===== src/rtl/csvtok_pkg.sv =====
// shared types and constants for the csv byte tokenizer
package csvtok_pkg;

  localparam int MAX_FIELDS = 64;
  localparam int BYTE_W     = 8;
  localparam int FIELD_W    = 7;

  localparam logic [BYTE_W-1:0] CH_QUOTE  = 8'h22;
  localparam logic [BYTE_W-1:0] CH_BSLASH = 8'h5C;
  localparam logic [BYTE_W-1:0] CH_CR     = 8'h0D;
  localparam logic [BYTE_W-1:0] CH_LF     = 8'h0A;
  localparam logic [BYTE_W-1:0] CH_COMMA  = 8'h2C;

  typedef enum logic [1:0] {
    CLS_NONE   = 2'd0,
    CLS_QUOTE  = 2'd1,
    CLS_BSLASH = 2'd2,
    CLS_OTHER  = 2'd3
  } cls_t;

  typedef struct packed {
    logic               quoted;
    cls_t               prev_class;
    logic               skip_next;
    logic [FIELD_W-1:0] field_number;
  } state_t;

  typedef struct packed {
    logic               byte_valid;
    logic [BYTE_W-1:0]  out_byte;
    logic               field_done;
    logic [FIELD_W-1:0] field_slot;
    logic               slot_exists;
    logic               line_done;
    logic               byte_skipped;
  } result_t;

endpackage


===== src/rtl/csvtok_if.sv =====
// channel interfaces for bytes in, tokens out and the field count register
interface csvtok_in_if;
  logic                            valid;
  logic                            ready;
  logic [csvtok_pkg::BYTE_W-1:0]   in_byte;
  modport source (output valid, output in_byte, input ready);
  modport sink (input valid, input in_byte, output ready);
endinterface

interface csvtok_out_if;
  logic                            valid;
  logic                            ready;
  logic                            byte_valid;
  logic [csvtok_pkg::BYTE_W-1:0]   out_byte;
  logic                            field_done;
  logic [csvtok_pkg::FIELD_W-1:0]  field_slot;
  logic                            slot_exists;
  logic                            line_done;
  logic                            byte_skipped;
  modport source (output valid, output byte_valid, output out_byte, output field_done,
                  output field_slot, output slot_exists, output line_done,
                  output byte_skipped, input ready);
  modport sink (input valid, input byte_valid, input out_byte, input field_done,
                input field_slot, input slot_exists, input line_done,
                input byte_skipped, output ready);
endinterface

interface csvtok_cfg_if;
  logic                            valid;
  logic                            ready;
  logic [csvtok_pkg::FIELD_W-1:0]  data;
  modport source (output valid, output data, input ready);
  modport sink (input valid, input data, output ready);
endinterface


===== src/rtl/csvtok_step.sv =====
// per-byte tokenizer decision logic and next state
module csvtok_step (
  input  csvtok_pkg::state_t                st,
  input  logic [csvtok_pkg::BYTE_W-1:0]     in_byte,
  input  logic [csvtok_pkg::FIELD_W-1:0]    field_count,
  output csvtok_pkg::result_t               res,
  output csvtok_pkg::state_t                st_next
);

  logic [csvtok_pkg::FIELD_W-1:0] limit;
  logic                           escaped;

  // effective column count
  assign limit = (field_count < csvtok_pkg::FIELD_W'(csvtok_pkg::MAX_FIELDS)) ?
                 field_count : csvtok_pkg::FIELD_W'(csvtok_pkg::MAX_FIELDS);

  always_comb begin
    res     = '0;
    st_next = st;
    escaped = 1'b0;
    if (st.skip_next) begin
      st_next.skip_next = 1'b0;
      res.byte_skipped  = 1'b1;
    end else begin
      case (in_byte)
        csvtok_pkg::CH_QUOTE: begin
          if (st.prev_class == csvtok_pkg::CLS_QUOTE ||
              st.prev_class == csvtok_pkg::CLS_BSLASH) begin
            res.byte_valid = 1'b1;
            res.out_byte   = in_byte;
            escaped        = 1'b1;
            if (st.prev_class == csvtok_pkg::CLS_QUOTE) begin
              st_next.quoted = 1'b1;
            end
          end else begin
            st_next.quoted = ~st.quoted;
          end
        end
        csvtok_pkg::CH_BSLASH: begin
          if (st.prev_class == csvtok_pkg::CLS_BSLASH) begin
            res.byte_valid = 1'b1;
            res.out_byte   = in_byte;
            escaped        = 1'b1;
          end
        end
        csvtok_pkg::CH_CR, csvtok_pkg::CH_LF: begin
          if (st.quoted) begin
            res.byte_valid = 1'b1;
            res.out_byte   = in_byte;
          end else begin
            res.line_done  = 1'b1;
            res.field_done = 1'b1;
          end
        end
        csvtok_pkg::CH_COMMA: begin
          if (st.quoted) begin
            res.byte_valid = 1'b1;
            res.out_byte   = in_byte;
          end else begin
            res.field_done = 1'b1;
          end
        end
        default: begin
          res.byte_valid = 1'b1;
          res.out_byte   = in_byte;
        end
      endcase

      if (res.field_done) begin
        res.field_slot = st.field_number;
        if (st.field_number < limit) begin
          res.slot_exists      = 1'b1;
          st_next.field_number = st.field_number + csvtok_pkg::FIELD_W'(1);
        end
      end

      if (escaped) begin
        st_next.prev_class = csvtok_pkg::CLS_NONE;
      end else if (in_byte == csvtok_pkg::CH_QUOTE) begin
        st_next.prev_class = csvtok_pkg::CLS_QUOTE;
      end else if (in_byte == csvtok_pkg::CH_BSLASH) begin
        st_next.prev_class = csvtok_pkg::CLS_BSLASH;
      end else begin
        st_next.prev_class = csvtok_pkg::CLS_OTHER;
      end

      // end of record
      if (res.line_done) begin
        st_next.skip_next    = (in_byte == csvtok_pkg::CH_CR);
        st_next.quoted       = 1'b0;
        st_next.prev_class   = csvtok_pkg::CLS_NONE;
        st_next.field_number = '0;
      end
    end
  end

endmodule


===== src/rtl/csvtok_out_reg.sv =====
// result register driving the token output channel
module csvtok_out_reg (
  input  logic                 clk,
  input  logic                 rst,
  input  logic                 load,
  input  csvtok_pkg::result_t  res,
  output logic                 free,
  csvtok_out_if.source         tokens
);

  logic                valid;
  csvtok_pkg::result_t held;

  assign free = !valid || tokens.ready;

  always_ff @(posedge clk) begin
    if (rst) begin
      valid <= 1'b0;
    end else if (load) begin
      valid <= 1'b1;
    end else if (tokens.ready) begin
      valid <= 1'b0;
    end
  end

  always_ff @(posedge clk) begin
    if (load) begin
      held <= res;
    end
  end

  assign tokens.valid        = valid;
  assign tokens.byte_valid   = held.byte_valid;
  assign tokens.out_byte     = held.out_byte;
  assign tokens.field_done   = held.field_done;
  assign tokens.field_slot   = held.field_slot;
  assign tokens.slot_exists  = held.slot_exists;
  assign tokens.line_done    = held.line_done;
  assign tokens.byte_skipped = held.byte_skipped;

endmodule


===== src/rtl/csv_byte_tokenizer_top.sv =====
// top level of the csv byte tokenizer: input register, state, result register
// an accepted byte is held in the input register, then in the result register, which drives tokens
// throughput: one byte per cycle while tokens.ready is high, set by the state update loop
// the input register accepts a new byte while the result register holds one
// reset (synchronous, active high) clears both stages, the field count and the parse state
// the field count register takes writes every cycle
module csv_byte_tokenizer_top (
  input  logic          clk,
  input  logic          rst,
  csvtok_in_if.sink     bytes,
  csvtok_out_if.source  tokens,
  csvtok_cfg_if.sink    cfg
);

  logic                            s1_valid;
  logic [csvtok_pkg::BYTE_W-1:0]   s1_byte;
  logic [csvtok_pkg::FIELD_W-1:0]  field_count;
  csvtok_pkg::state_t              st;
  csvtok_pkg::state_t              st_next;
  csvtok_pkg::result_t             res;
  logic                            out_free;
  logic                            advance;

  assign advance     = s1_valid && out_free;
  assign bytes.ready = !s1_valid || advance;
  assign cfg.ready   = 1'b1;

  always_ff @(posedge clk) begin
    if (rst) begin
      field_count <= '0;
    end else if (cfg.valid) begin
      field_count <= cfg.data;
    end
  end

  always_ff @(posedge clk) begin
    if (rst) begin
      s1_valid <= 1'b0;
    end else if (bytes.valid && bytes.ready) begin
      s1_valid <= 1'b1;
    end else if (advance) begin
      s1_valid <= 1'b0;
    end
  end

  always_ff @(posedge clk) begin
    if (bytes.valid && bytes.ready) begin
      s1_byte <= bytes.in_byte;
    end
  end

  always_ff @(posedge clk) begin
    if (rst) begin
      st.quoted       <= 1'b0;
      st.prev_class   <= csvtok_pkg::CLS_NONE;
      st.skip_next    <= 1'b0;
      st.field_number <= '0;
    end else if (advance) begin
      st <= st_next;
    end
  end

  csvtok_step u_step (
    .st          (st),
    .in_byte     (s1_byte),
    .field_count (field_count),
    .res         (res),
    .st_next     (st_next)
  );

  csvtok_out_reg u_out_reg (
    .clk    (clk),
    .rst    (rst),
    .load   (advance),
    .res    (res),
    .free   (out_free),
    .tokens (tokens)
  );

`ifndef ASSERT_OFF
  // a line end always closes a field
  assert property (@(posedge clk) disable iff (rst)
    tokens.valid && tokens.line_done |-> tokens.field_done)
    else $error("line end without field end");

  // a skipped byte reports nothing else
  assert property (@(posedge clk) disable iff (rst)
    tokens.valid && tokens.byte_skipped |->
      !tokens.byte_valid && !tokens.field_done && !tokens.line_done)
    else $error("skipped byte carries data");

  // field counter restarts after a line end
  assert property (@(posedge clk) disable iff (rst)
    advance && res.line_done |=> st.field_number == '0 && !st.quoted)
    else $error("state not cleared at line end");

  // field counter never passes MAX_FIELDS
  assert property (@(posedge clk) disable iff (rst)
    st.field_number <= csvtok_pkg::FIELD_W'(csvtok_pkg::MAX_FIELDS))
    else $error("field number out of range");

  // no byte is dropped between the stages
  assert property (@(posedge clk) disable iff (rst)
    s1_valid && !out_free |=> s1_valid && $stable(s1_byte))
    else $error("input stage lost a byte");
`endif

endmodule


===== src/flat_wrapper.sv =====
// flat-port wrapper written by rule: the top's interface ports become plain ports
module csv_byte_tokenizer_top_flat 
  (clk, rst, bytes_valid, bytes_in_byte, bytes_ready, tokens_valid, tokens_byte_valid, tokens_out_byte, tokens_field_done, tokens_field_slot, tokens_slot_exists, tokens_line_done, tokens_byte_skipped, tokens_ready, cfg_valid, cfg_data, cfg_ready);
  csvtok_in_if bytes_i ();
  csvtok_out_if tokens_i ();
  csvtok_cfg_if cfg_i ();
  input  logic clk;
  input  logic rst;
  input wire logic [$bits(bytes_i.valid)-1:0] bytes_valid;
  input wire logic [$bits(bytes_i.in_byte)-1:0] bytes_in_byte;
  output wire logic [$bits(bytes_i.ready)-1:0] bytes_ready;
  output wire logic [$bits(tokens_i.valid)-1:0] tokens_valid;
  output wire logic [$bits(tokens_i.byte_valid)-1:0] tokens_byte_valid;
  output wire logic [$bits(tokens_i.out_byte)-1:0] tokens_out_byte;
  output wire logic [$bits(tokens_i.field_done)-1:0] tokens_field_done;
  output wire logic [$bits(tokens_i.field_slot)-1:0] tokens_field_slot;
  output wire logic [$bits(tokens_i.slot_exists)-1:0] tokens_slot_exists;
  output wire logic [$bits(tokens_i.line_done)-1:0] tokens_line_done;
  output wire logic [$bits(tokens_i.byte_skipped)-1:0] tokens_byte_skipped;
  input wire logic [$bits(tokens_i.ready)-1:0] tokens_ready;
  input wire logic [$bits(cfg_i.valid)-1:0] cfg_valid;
  input wire logic [$bits(cfg_i.data)-1:0] cfg_data;
  output wire logic [$bits(cfg_i.ready)-1:0] cfg_ready;
  assign bytes_i.valid = bytes_valid;
  assign bytes_i.in_byte = bytes_in_byte;
  assign bytes_ready = bytes_i.ready;
  assign tokens_valid = tokens_i.valid;
  assign tokens_byte_valid = tokens_i.byte_valid;
  assign tokens_out_byte = tokens_i.out_byte;
  assign tokens_field_done = tokens_i.field_done;
  assign tokens_field_slot = tokens_i.field_slot;
  assign tokens_slot_exists = tokens_i.slot_exists;
  assign tokens_line_done = tokens_i.line_done;
  assign tokens_byte_skipped = tokens_i.byte_skipped;
  assign tokens_i.ready = tokens_ready;
  assign cfg_i.valid = cfg_valid;
  assign cfg_i.data = cfg_data;
  assign cfg_ready = cfg_i.ready;
  csv_byte_tokenizer_top u_core (.clk(clk), .rst(rst), .bytes(bytes_i), .tokens(tokens_i), .cfg(cfg_i));
endmodule

===== config.mk =====
export PLATFORM = sky130hd
export DESIGN_NAME = csv_byte_tokenizer_top_flat
export DESIGN_NICKNAME = d
export VERILOG_FILES = /design/src/rtl/csvtok_pkg.sv /design/src/rtl/csvtok_if.sv /design/src/rtl/csvtok_step.sv /design/src/rtl/csvtok_out_reg.sv /design/src/rtl/csv_byte_tokenizer_top.sv /design/src/flat_wrapper.sv
export SDC_FILE = /design/constraint.sdc
export NUM_CORES = 1
export LEC_CHECK = 0
export BUFFER_PORTS_ARGS = -buffer_cell sky130_fd_sc_hd__buf_2
export CAP_MARGIN = 20
export CORE_MARGIN = 2
export CORE_UTILIZATION = 29
export DETAILED_ROUTE_END_ITERATION = 10
export SLEW_MARGIN = 20
export SYNTH_ARGS = -nofsm -noshare
export SYNTH_HDL_FRONTEND = slang
export SYNTH_SLANG_ARGS = --single-unit

===== constraint.sdc =====
create_clock -name clk -period 6.45 [get_ports clk]
set_clock_uncertainty 0.15 [all_clocks]
set_input_delay 0 -clock clk [delete_from_list [all_inputs] [get_ports clk]]
set_output_delay 0 -clock clk [all_outputs]
set_load 0.005 [all_outputs]

==> results of run 1 <==
==> state kept, by name, summed over array words and instances (netlist names) <==
| register | count |
|---|---|
| u_core.field_count | 7 |
| u_core.s1_byte | 8 |
| u_core.s1_valid | 1 |
| u_core.st | 11 |
| u_core.u_out_reg.tokens.byte_skipped | 1 |
| u_core.u_out_reg.tokens.byte_valid | 1 |
| u_core.u_out_reg.tokens.field_done | 1 |
| u_core.u_out_reg.tokens.field_slot | 7 |
| u_core.u_out_reg.tokens.line_done | 1 |
| u_core.u_out_reg.tokens.out_byte | 8 |
| u_core.u_out_reg.tokens.slot_exists | 1 |
| u_core.u_out_reg.tokens.valid | 1 |
==> worst max-delay path: cells and delay by family, from the launching register on <==
| family | cells | cell delay [ns] |
|---|---|---|
| buffers and inverters | 1 | 0.15 |
| DFF | 1 | 0.33 |
| and+or+nand+nor | 2 | 0.66 |
| AOI/OAI and AO/OA | 4 | 0.89 |
| adders and majority gates | 1 | 0.29 |
==> how the worst max path moves through the flow <==
| stage | start | endpoint | slack (ns) | depth (start not counted) |
|---|---|---|---|---|
| 2_1_floorplan | u_core.field_count[6] | u_core.st[4] | 4.21 | 9 |
| 3_3_place_gp | u_core.field_count[6] | u_core.st[3] | 4.03 | 8 |
| 3_5_place_dp | u_core.field_count[6] | u_core.st[3] | 3.93 | 8 |
| 4_1_cts | u_core.field_count[6] | u_core.st[3] | 3.90 | 8 |
| 5_1_grt | u_core.field_count[6] | u_core.st[3] | 3.77 | 8 |
| 6_report | u_core.field_count[6] | u_core.st[3] | 3.91 | 8 |
==> cells in the mapped netlist (all sizes together), types with 5 or more instances <==
library cell	n
nor2b	5
a21oi	6
and2	15
mux2i	8
edfxtp	28
inv	6
ha	8
nand3	9
nand2	17
dfxtp	20
nor2	14
o211ai	5
==> cells in the final DEF (no fill, tap or decap), types with 2 or more instances in the layout <==
master and count:
a211o_1 2, a21oi_1 6, a31oi_1 4, and2_1 15, buf_2 41, clkbuf_1 2
clkbuf_8 5, dfxtp_1 20, dlygate4sd3_1 35, edfxtp_1 28, ha_1 8, inv_1 6
mux2i_1 8, nand2_1 17, nand2b_1 2, nand3_1 9, nand4_1 2, nor2_1 14
nor2b_1 3, nor3_1 3, nor3b_2 2, nor4_1 3, nor4bb_1 2, o211ai_1 5
o22ai_1 2, or3b_1 3, or4_1 4
==> cell type report <==
type / instances / area [um^2]
inverter: 6 / 22.52
fill: 746 / 4358
clock buffer: 7 / 76.32
tap: 99 / 123.9
sequential: 48 / 1241
timing repair buffer: 76 / 555.5
multi-input combinational: 133 / 910.9
clock inverter: 1 / 3.754
==> through the flow <==
| step | setup slack, ns | cells |
|---|---|---|
| 6_report | 3.910 | 370 |
| 5_1_grt | 3.767 | 370 |
| 4_1_cts | 3.901 | 370 |
| 3_5_place_dp | 3.925 | 327 |
| 3_3_place_gp | 4.027 | 327 |
| 2_1_floorplan | 4.208 | 192 |
==> metal layers <==
layer	global-route usage, %	part of all wire [%]	routed length [um]
met1	14.47	46	2092
met2	18.09	48	2199
met3	2.573	3.6	165
met4	5.682	2.7	124
met5	0	0	0
==> cells by family after synthesis <==
| family | synth area share [%] |
|---|---|
| AO/OA/AOI/OAI | 9.573 |
| XOR/XNOR | 0.3989 |
| adder cells (fa/ha/maj) | 4.559 |
| buffers and inverters | 2.108 |
| flip-flops | 56.52 |
| multiplexers | 3.647 |
| other | 0.1708 |
| AND/OR/NAND/NOR | 23.02 |
==> what timing repair did <==
item,in CTS,in global routing
hold buffers,35,0
setup buffers,0,0
hold endpoints to repair,22,0
==> power groups by stage <==
stage	Sequential, W	Combinational (W)	Clock [W]
4_1_cts	0.000346	0.0000703	0.000178
2_1_floorplan	0.000352	0.0000347	0
5_1_grt	0.000348	0.0000792	0.000192
3_3_place_gp	0.000353	0.0000510	0
3_5_place_dp	0.000353	0.0000522	0
6_report	0.000346	0.0000713	0.000175
==> flow_summary.ini, run 1 <==
[synth]
synth_area_leader_cell = edfxtp_1
synth_edf_count = 28
syn_nets = 220
syn_inst = 192
synth.avg_cell_area_um2 = 11.44
synthArstFlopShare_pct = 0
ys_ff_latch = 48
yosysTopAreaCellShare_pct = 38.29
synth_area_um2 = 2196
ys_seq_area_share_pct = 56.52
synth_cell_types = 44
synth.area.top_cells = edfxtp_1 38%, dfxtp_1 18%, ha_1 4.6%
yosysWarningCount = 0
synthFlopType = edfxtp_1

[clocking]
numCtsBuffers = 5
clock-sinks = 48
clk_pin_slew_ns = 0.09
cts_max_level = 2
clk_latency_ns = 0.30
cts_tree = yes
cts_buffer_depth = 2
post_cts_resized = 0
clockRootBuffer = clkbuf_8

[power]
pwr-share-comb_pct = 12.0
leakage_nw = 1.149
pwr-share-clk_pct = 29.6
power.internal_w = 0.0004514
p_total_w = 0.0005927
pwr-share-seq_pct = 58.4
vdd_ir_drop_max_v = 0.00008935
swShare_pct = 23.84
powerDensity_nw_per_um2 = 202.0
switching_power_w = 0.0001413

[setup_path]
rr_endpoint = u_core.st[3]
r2r-start = u_core.field_count[6]
rrSetupSlack_ns = 3.91
critical_path.cell_chain = inv_1 > nand2_1 > ha_1 > a211o_1 > a31oi_1 > o21ai_1 > or4_1 > a31oi_1
worst_ep_required_time_ns = 6.53
critPathKind = reg -> reg
cp-end-kind = flip-flop
cp_max_fo = 11
worst_path_max_delay_cell = or4_1
path_common_cell = a31oi_1
cp-start-kind = flip-flop
r2r_cells = 8
arrival_ns = 2.62
slowest_delay_ns = 0.58

[floorplan]
core_area_um2 = 7292
io_pins = 43
initial_core_util_pct = 30.11
die_x_um = 91.02
rows = 31
die_h_um = 91.02
dieArea_um2 = 8284

[routing]
drt_iter0_markers = 126
ant_nets = 0
vias = 1701
drc = 0
via_per_inst = 4.597
wl_per_cell_um = 12.38
routed_wl_um = 4582
dr.pass1.iters = 4

[placement]
placed_cell_area_um2 = 2504
gp_congestion = 0.7792
place.port_buffers = 41
dp_hpwl_um = 3006

[global_route]
antenna_found_initial = 0
grt_pass1_vias = 1617
grt_usage_pct = 11.35
grt_overflow = 0
grt_max_degree = 22
grt_pass1_wl_um = 7527

[cells_and_area]
syn_to_final_growth_pct = 33.62
fin_util_pct = 40.24
final_layout_size_suffix_gt1_share_pct = 19.19
diodes = 0
layout.nets = 298
design_area_um2 = 2934

[worst_hold_path]
hold_end = u_core.s1_byte[3]
hp-class = in -> reg
holdPathStages = 2
hold_start = bytes_in_byte[3]

[timing]
fin_tns_setup_ns = 0
slew_viol_final = 0
rsz0062_at_grt = no
max_slew.worst_pin.slew_ns = 1.046
maxClockFrequency_mhz = 393.7
period_share_pct = 39.38
setup_violations = 0
slew-limit-headroom_pct = 29.96
fin_hold_ws_ns = 0.2436
finalWorstPathRequiredPeriod_ns = 2.540
hold_viol = 0

[run_status]
status = finished clean

[run]
maxCapViolations = 0
(Power assumes the default switching activity.)
==> run 2, diff against run 1 <==
==> constraint.sdc (replaced) <==
create_clock -name clk -period 2.6 [get_ports clk]
set_clock_uncertainty 0.15 [all_clocks]
set_input_delay 0 -clock clk [delete_from_list [all_inputs] [get_ports clk]]
set_output_delay 0 -clock clk [all_outputs]
set_load 0.005 [all_outputs]
==> run 2 against run 1 <==
Against the previous run: sequential power is 150% higher; critical endpoint unchanged; sequential share of layout area down 0.78 points; largest cell class unchanged; via count rose by 3.1%; count of clock-buffer cells in the layout unchanged; critical path depth stayed put; die area unchanged; highest routed layer unchanged; total power increased by 150%; largest power group unchanged; first-iteration DRC count is 4.8% higher.
==> flow_summary.ini, run 2 (synthesis gave the netlist of run 1 again) <==
[run_status]
status = finished clean

[setup_path]
cp_max_fo = 11
critPathKind = reg -> reg
slowest_delay_ns = 0.54
worst_path_max_delay_cell = or4_1
rrSetupSlack_ns = 0.11
cp-start-kind = flip-flop
worst_ep_required_time_ns = 2.68
cp-end-kind = flip-flop
critical_path.cell_chain = inv_1 > nand2_1 > ha_1 > a211o_1 > a31oi_2 > o21ai_2 > or4_1 > a31oi_1
arrival_ns = 2.57

[routing]
via_per_inst = 4.662
drc = 0
vias = 1753
dr.pass1.iters = 4
drt_iter0_markers = 132
routed_wl_um = 4730
ant_nets = 0
wl_per_cell_um = 12.58

[floorplan]
die_x_um = 91.02
dieArea_um2 = 8284
core_area_um2 = 7292
initial_core_util_pct = 30.11
io_pins = 43
die_h_um = 91.02
rows = 31

[placement]
dp_worst_setup_slack_ns = 0.1011
dp.cells = 333
place.port_buffers = 41
dp_hpwl_um = 3062
gp_congestion = 0.7662

[power]
swShare_pct = 23.45
pwr-share-comb_pct = 12.6
power.internal_w = 0.001124
p_total_w = 0.001468
pwr-share-seq_pct = 58.5
leakage_nw = 1.181
vdd_ir_drop_max_v = 0.0001729
pwr-share-clk_pct = 29.0
switching_power_w = 0.0003443
powerDensity_nw_per_um2 = 491.2

[global_route]
grt_pass1_vias = 1592
grt_pass1_wl_um = 7576
grt_usage_pct = 11.47
grt_overflow = 0
antenna_found_initial = 0
grt_max_degree = 21

[cells_and_area]
layoutNonFillerInstCount = 376
fin_util_pct = 40.99
final_common_cell = buf_2
layout.nets = 304
largest_register_ffs = 11
final_cell_mix = 41 x buf_2, 35 x dlygate4sd3_1, 28 x edfxtp_1
largest-register = u_core.st
final_layout_size_suffix_gt1_share_pct = 21.66
diodes = 0
syn_to_final_growth_pct = 36.13

[clocking]
cts_tree = yes
numCtsBuffers = 5
cts_buffer_depth = 2
clk_pin_slew_ns = 0.08
clk_latency_ns = 0.30
clockRootBuffer = clkbuf_8
cts_max_level = 2
cts_setup_buffers = 0
clock-sinks = 48

[timing]
hold_viol = 0
slew_viol_final = 0
maxClockFrequency_mhz = 402.1
period_share_pct = 95.65
setup_violations = 0
setup_ws_ns = 0.1131
fin_tns_setup_ns = 0
finalWorstPathRequiredPeriod_ns = 2.487

[run]
maxCapViolations = 0

[worst_hold_path]
hp-class = in -> reg
run 2: cell count changes in the layout (fill, tap and decap cells not counted):
cell / delta
a31oi_2: +1
o21ai_1: -1
o21ai_2: +1
a31oi_1: -1
buf_4: +6
run 2: cell type report:
cell class | instances | area (um^2)
clock buffer | 7 | 76.32
clock inverter | 1 | 3.754
fill | 753 | 4303
inverter | 6 | 22.52
multi-input combinational | 133 | 920.9
sequential | 48 | 1241
tap | 99 | 123.9
timing repair buffer | 82 | 600.6
run 2: per-stage QoR:
| step | hold slack, ns | cell area [um^2] |
|---|---|---|
| floorplan | -0.05113 | 2196 |
| global placement | 0.02782 | 2549 |
| detailed placement | 0.02813 | 2549 |
| CTS | 0.2439 | 2979 |
| global route | 0.2565 | 2989 |
| finish | 0.2522 | 2989 |
run 2: power groups by stage:
stage	logic [W]	clock network [W]	registers, W
after floorplan	0.0000862	0	0.000873
after global placement	0.000129	0	0.000875
after detailed placement	0.000132	0	0.000875
after CTS	0.000177	0.000444	0.000858
after global routing	0.000203	0.000471	0.000863
final	0.000185	0.000425	0.000858
run 2: per-layer routing:
metal | global-route usage [%] | routed length, um | up-vias
met5 | 0 | 0 | -
li1 | - | - | 883
met4 | 5.051 | 91 | 0
met3 | 2.573 | 191 | 9
met1 | 14.98 | 2176 | 817
met2 | 18.21 | 2271 | 44
run 2: worst max-delay path, delay by kind of cell (launching register included):
| family | cells | cell delay [ns] |
|---|---|---|
| buf+inv | 1 | 0.15 |
| flops | 1 | 0.33 |
| fa+ha+maj | 1 | 0.31 |
| compound gates | 4 | 0.85 |
| simple gates | 2 | 0.62 |
run 2: timing repair:
action | in CTS | in global routing
resized for setup | 0 | 2
hold endpoints to repair | 22 | 0
setup endpoints to repair | 0 | 4
hold buffers | 35 | 0
run 2: final timing paths:
kind / cells after the start / start / end
min: 2 / bytes_in_byte[3] / u_core.s1_byte[3]
max reg2reg: 8 / u_core.field_count[6] / u_core.st[3]
min reg2reg: 2 / u_core.st[9] / u_core.st[9]
max: 8 / u_core.field_count[6] / u_core.st[3]
